$ cat config.mk
export PLATFORM = sky130hd
export DESIGN_NAME = bofms_min_unit
export DESIGN_NICKNAME = d
export VERILOG_FILES = /design/src/rtl/assert_macros.svh /design/src/rtl/bofms_pkg.sv /design/src/rtl/bofms_min_unit.sv
export SDC_FILE = /design/constraint.sdc
export NUM_CORES = 1
export LEC_CHECK = 0
export ABC_AREA = 1
export BUFFER_PORTS_ARGS = -buffer_cell sky130_fd_sc_hd__buf_2
export CORE_MARGIN = 8
export CORE_UTILIZATION = 48
export DETAILED_ROUTE_END_ITERATION = 7
export GPL_TIMING_DRIVEN = 1
export PLACE_DENSITY = 0.79
export SYNTH_ARGS = -nofsm -noshare
export SYNTH_HDL_FRONTEND = slang
export SYNTH_SLANG_ARGS = --single-unit
$ cat constraint.sdc
create_clock -name clk -period 3.7 [get_ports clk]
set_input_delay 0.185 -clock clk [delete_from_list [all_inputs] [get_ports clk]]
set_output_delay 0.185 -clock clk [all_outputs]
set_load 0.05 [all_outputs]
$ cat src/rtl/assert_macros.svh
// ---------------------------------------------------------------------------
// Assertion macros
// Clocked assertion helpers for the RTL files.
// ---------------------------------------------------------------------------
`ifndef ASSERT_MACROS_SVH
`define ASSERT_MACROS_SVH

// Property checked at every rising clock edge outside reset.
`define ASSERT_CLK(label, clk, rst_n, prop, msg) \
  label: assert property (@(posedge clk) disable iff (!rst_n) prop) \
    else $error(msg);

// Condition that must never be seen outside reset.
`define ASSERT_NEVER(label, clk, rst_n, expr, msg) \
  label: assert property (@(posedge clk) disable iff (!rst_n) !(expr)) \
    else $error(msg);

`endif

$ cat src/rtl/bofms_pkg.sv
// ---------------------------------------------------------------------------
// bofms_pkg
// Shared types and constants of the bucketed message store.
// ---------------------------------------------------------------------------
package bofms_pkg;

  localparam int unsigned PRIMARY_SLOTS_DEF = 8;
  localparam int unsigned SHARED_SLOTS_DEF  = 8;
  localparam int unsigned PRIVATE_SLOTS_DEF = 8;
  localparam int unsigned DIRECT_SLOTS_DEF  = 8;

  localparam int unsigned SEQ_W  = 32;
  localparam int unsigned HDL_W  = 32;
  localparam int unsigned CHAN_W = 8;
  localparam int unsigned CC_W   = 4;

  localparam logic [SEQ_W-1:0] SEQ_ALL_ONES = '1;
  localparam logic [CC_W-1:0]  CC_RESET     = 4'd8;

  // request codes
  localparam logic [1:0] FN_ENQ   = 2'd0;
  localparam logic [1:0] FN_POP   = 2'd1;
  localparam logic [1:0] FN_ALLOC = 2'd2;

  // bucket codes, also the slot order in the store
  localparam logic [1:0] BKT_PRIMARY = 2'd0;
  localparam logic [1:0] BKT_SHARED  = 2'd1;
  localparam logic [1:0] BKT_PRIVATE = 2'd2;
  localparam logic [1:0] BKT_DIRECT  = 2'd3;

  typedef enum logic [2:0] {
    ST_IDLE,
    ST_DECODE,
    ST_SCAN,
    ST_DRAIN,
    ST_COMMIT,
    ST_RESULT
  } state_t;

  // slot store controls
  typedef struct packed {
    logic rd_en;    // scan read of sequence and valid
    logic seq_we;   // write sequence, mark valid
    logic hdl_we;   // write handle
    logic vld_clr;  // free a slot
    logic hrd_en;   // read handle
  } mem_ctl_t;

  // min tracker status
  typedef struct packed {
    logic have;        // at least one valid slot seen
    logic free_found;  // at least one free slot seen
  } min_stat_t;

endpackage

$ cat src/rtl/bofms_min_unit.sv
// ---------------------------------------------------------------------------
// bofms_min_unit
// Shared compare unit: tracks the lowest valid sequence and first free slot.
// ---------------------------------------------------------------------------
module bofms_min_unit #(
  parameter int unsigned IDX_W = 5
) (
  input  logic                        clk,
  input  logic                        rst_n,
  input  logic                        clear,
  input  logic                        sample,
  input  logic                        cand_valid,
  input  logic [bofms_pkg::SEQ_W-1:0] cand_seq,
  input  logic [IDX_W-1:0]            cand_idx,
  output bofms_pkg::min_stat_t        stat,
  output logic [bofms_pkg::SEQ_W-1:0] best_seq,
  output logic [IDX_W-1:0]            best_idx,
  output logic [IDX_W-1:0]            free_idx
);
  import bofms_pkg::*;

  logic have_r;
  logic free_found_r;
  logic [SEQ_W-1:0] best_seq_r;
  logic [IDX_W-1:0] best_idx_r;
  logic [IDX_W-1:0] free_idx_r;
  logic take_best;

  // strict less keeps the lowest index on a tie
  assign take_best = cand_valid && (!have_r || (cand_seq < best_seq_r));

  always_ff @(posedge clk) begin
    if (!rst_n || clear) begin
      have_r       <= 1'b0;
      free_found_r <= 1'b0;
    end else if (sample) begin
      if (take_best) begin
        have_r <= 1'b1;
      end
      if (!cand_valid && !free_found_r) begin
        free_found_r <= 1'b1;
      end
    end
  end

  always_ff @(posedge clk) begin
    if (sample && take_best) begin
      best_seq_r <= cand_seq;
      best_idx_r <= cand_idx;
    end
    if (sample && !cand_valid && !free_found_r) begin
      free_idx_r <= cand_idx;
    end
  end

  assign stat.have       = have_r;
  assign stat.free_found = free_found_r;
  assign best_seq        = best_seq_r;
  assign best_idx        = best_idx_r;
  assign free_idx        = free_idx_r;

endmodule

==> flow_summary.toml <==
[power_and_ir_drop]
power.switching_uw = 322
p_per_area_nw_per_um2 = 393
pwr-share-clk_pct = 28.3
peakVddDrop_uv = 242
power_frac_seq_pct = 53.2
combPwrFrac_pct = 18.5
power.share.switching_pct = 29.6
power_uw = 1090
p_leak_uw = 0.00140
internal_power_uw = 766

[clock_network]
clockBufferDepth = 2
clock_latency_ps = 300
cts_resized = 0
cts_tree = "built"
cts.sinks = 44
post_cts_buffers = 0
cts_root_buffer = "clkbuf_8"
hold_buffers = 0
numCtsBuffers = 5
cts_htree_levels = 2
clkTransAtPathRegs_ps = 90

[synthesis]
synth_top_area_share_pct = 57.7
yosysSeqAreaShare_pct = 59.5
avgSynthCellArea_um2 = 11.6
synth_top_area_cell = "edfxtp_1"
syn_area_um2 = 2190
synth_nets = 262
yosysWarnings = 0
synthCells = 189
ys_types = 16
ys_seq_elements = 44
synthTopCellsByArea = "edfxtp_1 58%, ha_1 18%, inv_1 7.2%"

[layout]
post-route-cell-area_um2 = 2770
diodes = 0
syn_to_final_growth_pct = 26.7
fillers = 366
nets = 353
drive_gt1_share_pct = 35.6

[drt]
postRouteAntennaNets = 0
met3_wirelength_um = 364
met1Wirelength_mm = 1.89
top_layer_used = "met4"
drc_errors = 0
dr.pass1.iters = 4
vias_per_cell = 4.55
drt_iter0_markers = 45
drt-total-wl_mm = 4.34
dr_wl_met2_mm = 2.00
vias = 1514
wl_per_cell_um = 13.0

[critical_path]
r2r-end = "best_seq[10]$_DFFE_PP_"
cp.required_ps = 3680
endpoint_kind = "register"
crit_type = "register to register"
cp_max_fo = 22
r2r-start = "best_seq[21]$_DFFE_PP_"
start_kind = "register"
rrSetupSlack_ps = 1210
reg2regPathDepth = 10
cp.arrival_ps = 2470

[sta]
relSlewSlack_pct = 46.5
tns_ps = 0
hold_viol = 0
rsz0062_at_grt = "false"
whs_ps = 71.2
worstMarginPinSlew_ps = 796
skew_ps = 5.02
fin_crit_ps = 2490
finalCritPeriodShare_pct = 67.4
fmax_mhz = 401
setup_viol = 0
slew_violations = 0

[floorplan]
die_area_um2 = 6970
die_y_um = 83.5
io_pins = 86
die_w_um = 83.5
core_um2 = 4380
start_util_pct = 49.9
rows = 24

[global_routing]
grt.overflow.total = 0
grt_usage_pct = 12.7
grt_max_degree = 23
grt_pass1_vias = 1638
grt_pass1_wl_mm = 7.30
antenna_found_initial = 0

[placed_design]
io_buffers = 85
postPlaceCellArea_um2 = 2680
dp_hpwl_mm = 3.62
place_congestion = 0.811

[run]
maxCapViolCount = 0

[min_path]
hold_path_depth = 1
hold_class = "input pin to register"
min-delay-start = "cand_idx[2]"
whs_endpoint = "free_idx[2]$_DFFE_PP_"

[status]
status = "complete, no violations"
[stage by stage]
step	setup slack, ps	utilization (%)	instances
after global placement	1230	61.1	325
after detailed placement	1180	61.1	325
after global routing	962	63.2	333
after floorplan	680	-	189
after CTS	1160	63.2	333
final	1210	63.2	333
[cells in the mapped netlist]
master	instances
nor3_2	1
dfxtp_1	2
nand4_1	1
inv_1	42
nand2_1	32
nor3_1	2
o21a_1	1
ha_1	31
a21oi_1	12
nor2_1	10
buf_4	2
nand3_1	2
edfxtp_1	42
o21ai_0	3
o21ai_1	1
a21oi_2	5
[routing by layer]
metal	up-vias	track usage [%]
met3	8	5.66
li1	807	-
met4	0	5.65
met2	50	19.9
met1	649	14.7
met5	-	0
[registers in the layout, indices dropped and copies added (netlist names)]
signal	flops
best_seq	32
best_idx	5
free_idx	5
free_found_r	1
have_r	1
[final cells by class]
cell class / instances / area [µm²] / area share, %
repair buffers: 86 / 433 / 15.6
multi-input cells: 101 / 721 / 26.0
flip-flops and latches: 44 / 1300 / 47.0
well taps: 52 / 65.1 / 2.35
inverters: 42 / 158 / 5.69
clock buffers: 5 / 68.8 / 2.48
clock inverters: 3 / 23.8 / 0.858
[worst max path at each step]
stage	startpoint	endpoint	slack (ps)	depth (start not counted)
2_1_floorplan	best_seq[5]$_DFFE_PP_	best_idx[0]$_DFFE_PP_	680	11
3_3_place_gp	best_seq[21]$_DFFE_PP_	best_seq[11]$_DFFE_PP_	1230	10
3_5_place_dp	best_seq[17]$_DFFE_PP_	best_seq[10]$_DFFE_PP_	1180	10
4_1_cts	best_seq[21]$_DFFE_PP_	best_seq[10]$_DFFE_PP_	1160	10
5_1_grt	best_seq[17]$_DFFE_PP_	best_seq[10]$_DFFE_PP_	960	10
6_report	best_seq[21]$_DFFE_PP_	best_seq[10]$_DFFE_PP_	1210	10
[placed cells by master, fill, tap and decap left out, types with 2 or more instances in the layout]
master	count
clkinvlp_4	2
inv_1	42
ha_1	31
nor3_1	2
dfxtp_1	2
nor2_1	10
o21ai_0	3
buf_2	85
edfxtp_1	42
nand3_1	2
a21oi_1	12
a21oi_2	4
clkbuf_8	5
nand2_1	32
[power groups by stage]
stage	logic (µW)	clock network, µW	registers (µW)
after CTS	205	314	580
after detailed placement	204	0	591
after global routing	224	330	583
after global placement	201	0	590
after floorplan	70.2	0	660
final	201	307	579
[kinds of logic (layout without fill, tap and decap cells)]
group | Yosys count | count (layout) | share of synthesized area (%)
fa+ha+maj | 31 | 31 | 17.7
buf+inv | 44 | 136 | 7.89
simple gates | 48 | 48 | 8.87
compound gates | 22 | 22 | 6.01
flops | 44 | 44 | 59.5
[critical path: stages (launching register included)]
cell and delay [ps]:
edfxtp_1 400, inv_1 70, ha_1 230, a21oi_1 140, nor2_1 50, nor2_1 80, nand3_1 100, a21oi_2 140
nand2_1 100, a21oi_4 460, buf_4 390
Power figures use the tool's default switching activity.
