File: config.mk
export PLATFORM = sky130hd
export DESIGN_NAME = bofms_slot_mem
export DESIGN_NICKNAME = d
export VERILOG_FILES = /design/src/rtl/assert_macros.svh /design/src/rtl/bofms_pkg.sv /design/src/rtl/bofms_slot_mem.sv
export SDC_FILE = /design/constraint.sdc
export NUM_CORES = 2
export LEC_CHECK = 0
export BUFFER_PORTS_ARGS = -buffer_cell sky130_fd_sc_hd__buf_4
export CORE_UTILIZATION = 30
export CTS_CLUSTER_DIAMETER = 150
export CTS_CLUSTER_SIZE = 16
export DETAILED_ROUTE_END_ITERATION = 12
export GPL_TIMING_DRIVEN = 1
export SETUP_SLACK_MARGIN = 0.02
export SKIP_CTS_REPAIR_TIMING = 1
export SLEW_MARGIN = 20
export SYNTH_ARGS = -nofsm -noshare
export SYNTH_HDL_FRONTEND = slang
export SYNTH_SLANG_ARGS = --single-unit
File: constraint.sdc
create_clock -name clk -period 3.34 [get_ports clk]
set_input_delay 0 -clock clk [delete_from_list [all_inputs] [get_ports clk]]
set_output_delay 0 -clock clk [all_outputs]
set_load 0.03 [all_outputs]
File: src/rtl/assert_macros.svh
// ---------------------------------------------------------------------------
// Assertion macros
// Clocked assertion helpers for the RTL files.
// ---------------------------------------------------------------------------
`ifndef ASSERT_MACROS_SVH
`define ASSERT_MACROS_SVH

// Property checked at every rising clock edge outside reset.
`define ASSERT_CLK(label, clk, rst_n, prop, msg) \
  label: assert property (@(posedge clk) disable iff (!rst_n) prop) \
    else $error(msg);

// Condition that must never be seen outside reset.
`define ASSERT_NEVER(label, clk, rst_n, expr, msg) \
  label: assert property (@(posedge clk) disable iff (!rst_n) !(expr)) \
    else $error(msg);

`endif

File: src/rtl/bofms_pkg.sv
// ---------------------------------------------------------------------------
// bofms_pkg
// Shared types and constants of the bucketed message store.
// ---------------------------------------------------------------------------
package bofms_pkg;

  localparam int unsigned PRIMARY_SLOTS_DEF = 8;
  localparam int unsigned SHARED_SLOTS_DEF  = 8;
  localparam int unsigned PRIVATE_SLOTS_DEF = 8;
  localparam int unsigned DIRECT_SLOTS_DEF  = 8;

  localparam int unsigned SEQ_W  = 32;
  localparam int unsigned HDL_W  = 32;
  localparam int unsigned CHAN_W = 8;
  localparam int unsigned CC_W   = 4;

  localparam logic [SEQ_W-1:0] SEQ_ALL_ONES = '1;
  localparam logic [CC_W-1:0]  CC_RESET     = 4'd8;

  // request codes
  localparam logic [1:0] FN_ENQ   = 2'd0;
  localparam logic [1:0] FN_POP   = 2'd1;
  localparam logic [1:0] FN_ALLOC = 2'd2;

  // bucket codes, also the slot order in the store
  localparam logic [1:0] BKT_PRIMARY = 2'd0;
  localparam logic [1:0] BKT_SHARED  = 2'd1;
  localparam logic [1:0] BKT_PRIVATE = 2'd2;
  localparam logic [1:0] BKT_DIRECT  = 2'd3;

  typedef enum logic [2:0] {
    ST_IDLE,
    ST_DECODE,
    ST_SCAN,
    ST_DRAIN,
    ST_COMMIT,
    ST_RESULT
  } state_t;

  // slot store controls
  typedef struct packed {
    logic rd_en;    // scan read of sequence and valid
    logic seq_we;   // write sequence, mark valid
    logic hdl_we;   // write handle
    logic vld_clr;  // free a slot
    logic hrd_en;   // read handle
  } mem_ctl_t;

  // min tracker status
  typedef struct packed {
    logic have;        // at least one valid slot seen
    logic free_found;  // at least one free slot seen
  } min_stat_t;

endpackage

File: src/rtl/bofms_slot_mem.sv
// ---------------------------------------------------------------------------
// bofms_slot_mem
// Slot sequence and handle memories with per-slot valid bits.
// ---------------------------------------------------------------------------
module bofms_slot_mem #(
  parameter int unsigned DEPTH = 32,
  parameter int unsigned IDX_W = 5
) (
  input  logic                       clk,
  input  logic                       rst_n,
  input  bofms_pkg::mem_ctl_t        ctl,
  input  logic [IDX_W-1:0]           rd_addr,
  input  logic [IDX_W-1:0]           cm_addr,
  input  logic [bofms_pkg::SEQ_W-1:0] wr_seq,
  input  logic [bofms_pkg::HDL_W-1:0] wr_handle,
  output logic [bofms_pkg::SEQ_W-1:0] rd_seq,
  output logic                       rd_valid,
  output logic [bofms_pkg::HDL_W-1:0] rd_handle
);
  import bofms_pkg::*;

  logic [SEQ_W-1:0] seq_mem [DEPTH];
  logic [HDL_W-1:0] hdl_mem [DEPTH];
  logic [DEPTH-1:0] valid_r;

  always_ff @(posedge clk) begin
    if (!rst_n) begin
      valid_r <= '0;
    end else if (ctl.seq_we) begin
      valid_r[cm_addr] <= 1'b1;
    end else if (ctl.vld_clr) begin
      valid_r[cm_addr] <= 1'b0;
    end
  end

  always_ff @(posedge clk) begin
    if (ctl.seq_we) begin
      seq_mem[cm_addr] <= wr_seq;
    end
    if (ctl.rd_en) begin
      rd_seq   <= seq_mem[rd_addr];
      rd_valid <= valid_r[rd_addr];
    end
  end

  always_ff @(posedge clk) begin
    if (ctl.hdl_we) begin
      hdl_mem[cm_addr] <= wr_handle;
    end
    if (ctl.hrd_en) begin
      rd_handle <= hdl_mem[cm_addr];
    end
  end

endmodule

==> out/qor.txt <==
P_sw - 0.0109 W
Synth Area in XOR/XNOR - 0%
Area contributors post-synth - edfxtp_1, mux4_2, mux2i_1, a22oi_1, dfxtp_1
Fin. max-slew vios - 0
Via Count - 41100
Post-DP HPWL - 112 mm
Critical path's top delay family - simple AND/OR/NAND/NOR gates
Post-synthesis compound-gate area fraction - 4.25%
Area share of fa/ha/maj cells after synthesis - 0%
Final Instance Area - 93600 um2
Crit Path Category - input pin to register
Synth top area share - 77.8%
Die ar. - 274000 um2
GRT overflow - 0
IO buf count - 145
Root buf cell - clkbuf_16
H-tree depth - 4
Nature of the critical path endpoint - register
HP Class - input pin to register
Worst Path Buf+Inv - 3
Ys flop type - edfxtp_1
Run status - complete, but fails checks
Syn_nets - 4100
Initial antenna violation count - 30
Yosys top cell by area - edfxtp_1
Worst path slowest cell - nor2_4
Clk_skew - 37.9 ps
Placed Area - 88600 um2
Post-synth EDFFs - 2113
FF-to-FF Start - seq_mem[6][30]$_DFFE_PP_
Pwr Total - 0.0505 W
Mapped cell area - 81500 um2
Iteration-0 DRC Markers - 4812
Area delta synth->final - 14.8%
Cells after Synth - 4019
P_leak - 29.9 nW
Worst path cell trace - dlygate4sd3_1, buf_8, nor2b_1, nand2_1, nor2_4, buf_12
Vias in the first global route - 40100
Worst Path Required - 3830 ps
Hold path depth - 4
Largest family of logic cells by synthesized area - multiplexers
Tcrit/Tclk final - 70.0%
Wire length per cell - 27.1 um
Worst-path clk slew - 70 ps
I/O pin count - 146
Worst-Skew Late Latency - 800 ps
Height of the die - 523 um
Syn Area/Cell - 20.3 um2
Core footprint - 271000 um2
Hold path startpoint - cm_addr[4]
Worst endpoint data arrival time - 2820 ps
Gate power share - 5.9%
Clock power frac - 34.5%
P_int - 0.0395 W
Post-synthesis mux area share - 13.6%
Worst setup SP type - input pin
Total placed cells including tap cells - 7687
Unique masters post-synth - 32
Final Hold Fails - 1
CTS max path bufs - 3
Largest net degree at the start of global routing - 76
Post-route ant nets - 0
Global-route wire length before repair - 303 mm
Initial core utilization - 30.1%
TritonCTS clock tree - yes
Post-synthesis sequential area ratio - 78.6%
Slew HR - 25.6%
Min Tclk post-route - 2340 ps
Power per cell area - 539 nW/um2
Peak supply drop - 0.534 mV
DRT Pass-1 Iters - 5
Sw Ratio - 21.7%
Simple-gate share of the synthesized area - 2.09%
Yosys warning count - 0
Setup TNS - 0 ps
WP depth - 6
CTS buffer count - 152
Slowest stage delay, CP - 750 ps
Num Clock Sinks - 2145
CP startpoint - cm_addr[1]
Endpoints failing setup - 0
Slew of the pin with the lowest slew margin - 1120 ps
Residual DRC count - 0
Std cell rows - 191
Placer congestion estimate - 0.746
Vias/cell - 5.17
Worst-path fanout max - 34
Max-cap check violation count - 0
Fmax - 0.428 GHz
Synthesized flop and latch total - 2145
Routed wire length - 215 mm
RSZ-0062 raised after global routing - false
Reg power frac - 59.6%
Net count, final - 4424
Post-synth ARST share - 0%
Total Routing Usage GR - 15.5%
Layout cells sized above 1 - 19.0%
Failing checks - negative hold slack
Die Wd - 523 um
Final std cells w/o fill - 7956
Hold WS - -2.04 ps
Cells on worst reg2reg path - 5
-- kinds of logic after synthesis --
logic type             after synthesis
flip-flops                        2145
multiplexers                       784
AO/OA/AOI/OAI                      489
AND/OR/NAND/NOR                    369
buffers and inverters              232
-- per-stage QoR --
step                worst slack (ps)  utilization, %
CTS                             1590            34.3
global route                     956            34.6
finish                          1000            34.6
detailed placement               767            32.8
global placement                 784            32.8
floorplan                        733               -
-- registers in the layout (all words and copies together) (netlist names), named ones only --
register   cells
rd_handle     32
rd_seq        32
rd_valid       1
hdl_mem     1024
seq_mem     1024
-- layout make-up --
type	instances	area [um2]
Timing Repair Buffer	402	4020
Clock buffer	180	4020
Antenna cell	6	15.0
Tap cell	3570	4470
Fill cell	25100	177000
Clock inverter	11	203
Sequential cell	2145	64100
Multi-Input combinational cell	1642	16800
-- metal layers --
metal  global-route usage [%]  vias up  share of wire (%)
li1                         -    17100                  -
met2                     24.9     1664                 48
met5                        0        -              0.049
met4                     3.57       16                2.0
met3                     2.72      300                7.5
met1                     21.7    22000                 43
-- worst reg2reg max path, cell delays in order (launching register included) --
cell and delay [ps]:
edfxtp_1 360, mux2i_1 250, a22o_1 180, nor3_1 50, a31oi_1 320, nand3_1 300
-- placed cells by master (no fill, tap or decap), drive strengths merged, types with 3 or more instances in the layout --
| master | Yosys | final |
|---|---|---|
| mux4 | 256 | 256 |
| a21oi | 99 | 99 |
| nand4 | 32 | 32 |
| clkinv | 0 | 5 |
| a31oi | 33 | 33 |
| diode | 0 | 6 |
| buf | 138 | 330 |
| dlygate4sd3 | 0 | 72 |
| o21a | 64 | 64 |
| or2 | 3 | 3 |
| a22o | 66 | 66 |
| nand3 | 103 | 103 |
| mux2i | 528 | 528 |
| dfxtp | 32 | 32 |
| inv | 0 | 6 |
| a22oi | 227 | 227 |
| nor3 | 34 | 34 |
| nor2b | 3 | 3 |
| edfxtp | 2113 | 2113 |
| nor2 | 69 | 69 |
| clkbuf | 94 | 180 |
| nand2 | 112 | 112 |
-- synth_stat cells, types with 3 or more instances --
cell      count
nand2_1     112
a21oi_1      99
mux2i_1     528
a22o_1       66
clkbuf_1     94
edfxtp_1   2113
nand4_1      32
nor2_1       69
o21a_1       64
buf_1        23
buf_2        58
dfxtp_1      32
a31oi_1      33
nor2b_1       3
nand3_1     103
a22oi_1     227
buf_4        41
buf_6        16
nor3_1       34
mux4_2      256
-- power groups by stage --
| stage | clock network (W) | logic [W] | registers [W] |
|---|---|---|---|
| after floorplan | 0 | 0.00144 | 0.0308 |
| after global placement | 0 | 0.00287 | 0.0307 |
| after detailed placement | 0 | 0.00292 | 0.0307 |
| after CTS | 0.0177 | 0.00292 | 0.0301 |
| after global routing | 0.0186 | 0.00317 | 0.0301 |
| final | 0.0174 | 0.00299 | 0.0301 |
-- path summary, 6_finish.rpt --
| check | endpoint | slack (ps) |
|---|---|---|
| hold / removal | rd_handle[12]$_DFFE_PP_ | -2 |
| setup / recovery | seq_mem[14][4]$_DFFE_PP_ | 1000 |
| hold reg to reg | register | 560 |
| setup reg to reg | rd_seq[30]$_DFFE_PP_ | 1550 |
(Power assumes the default switching activity.)
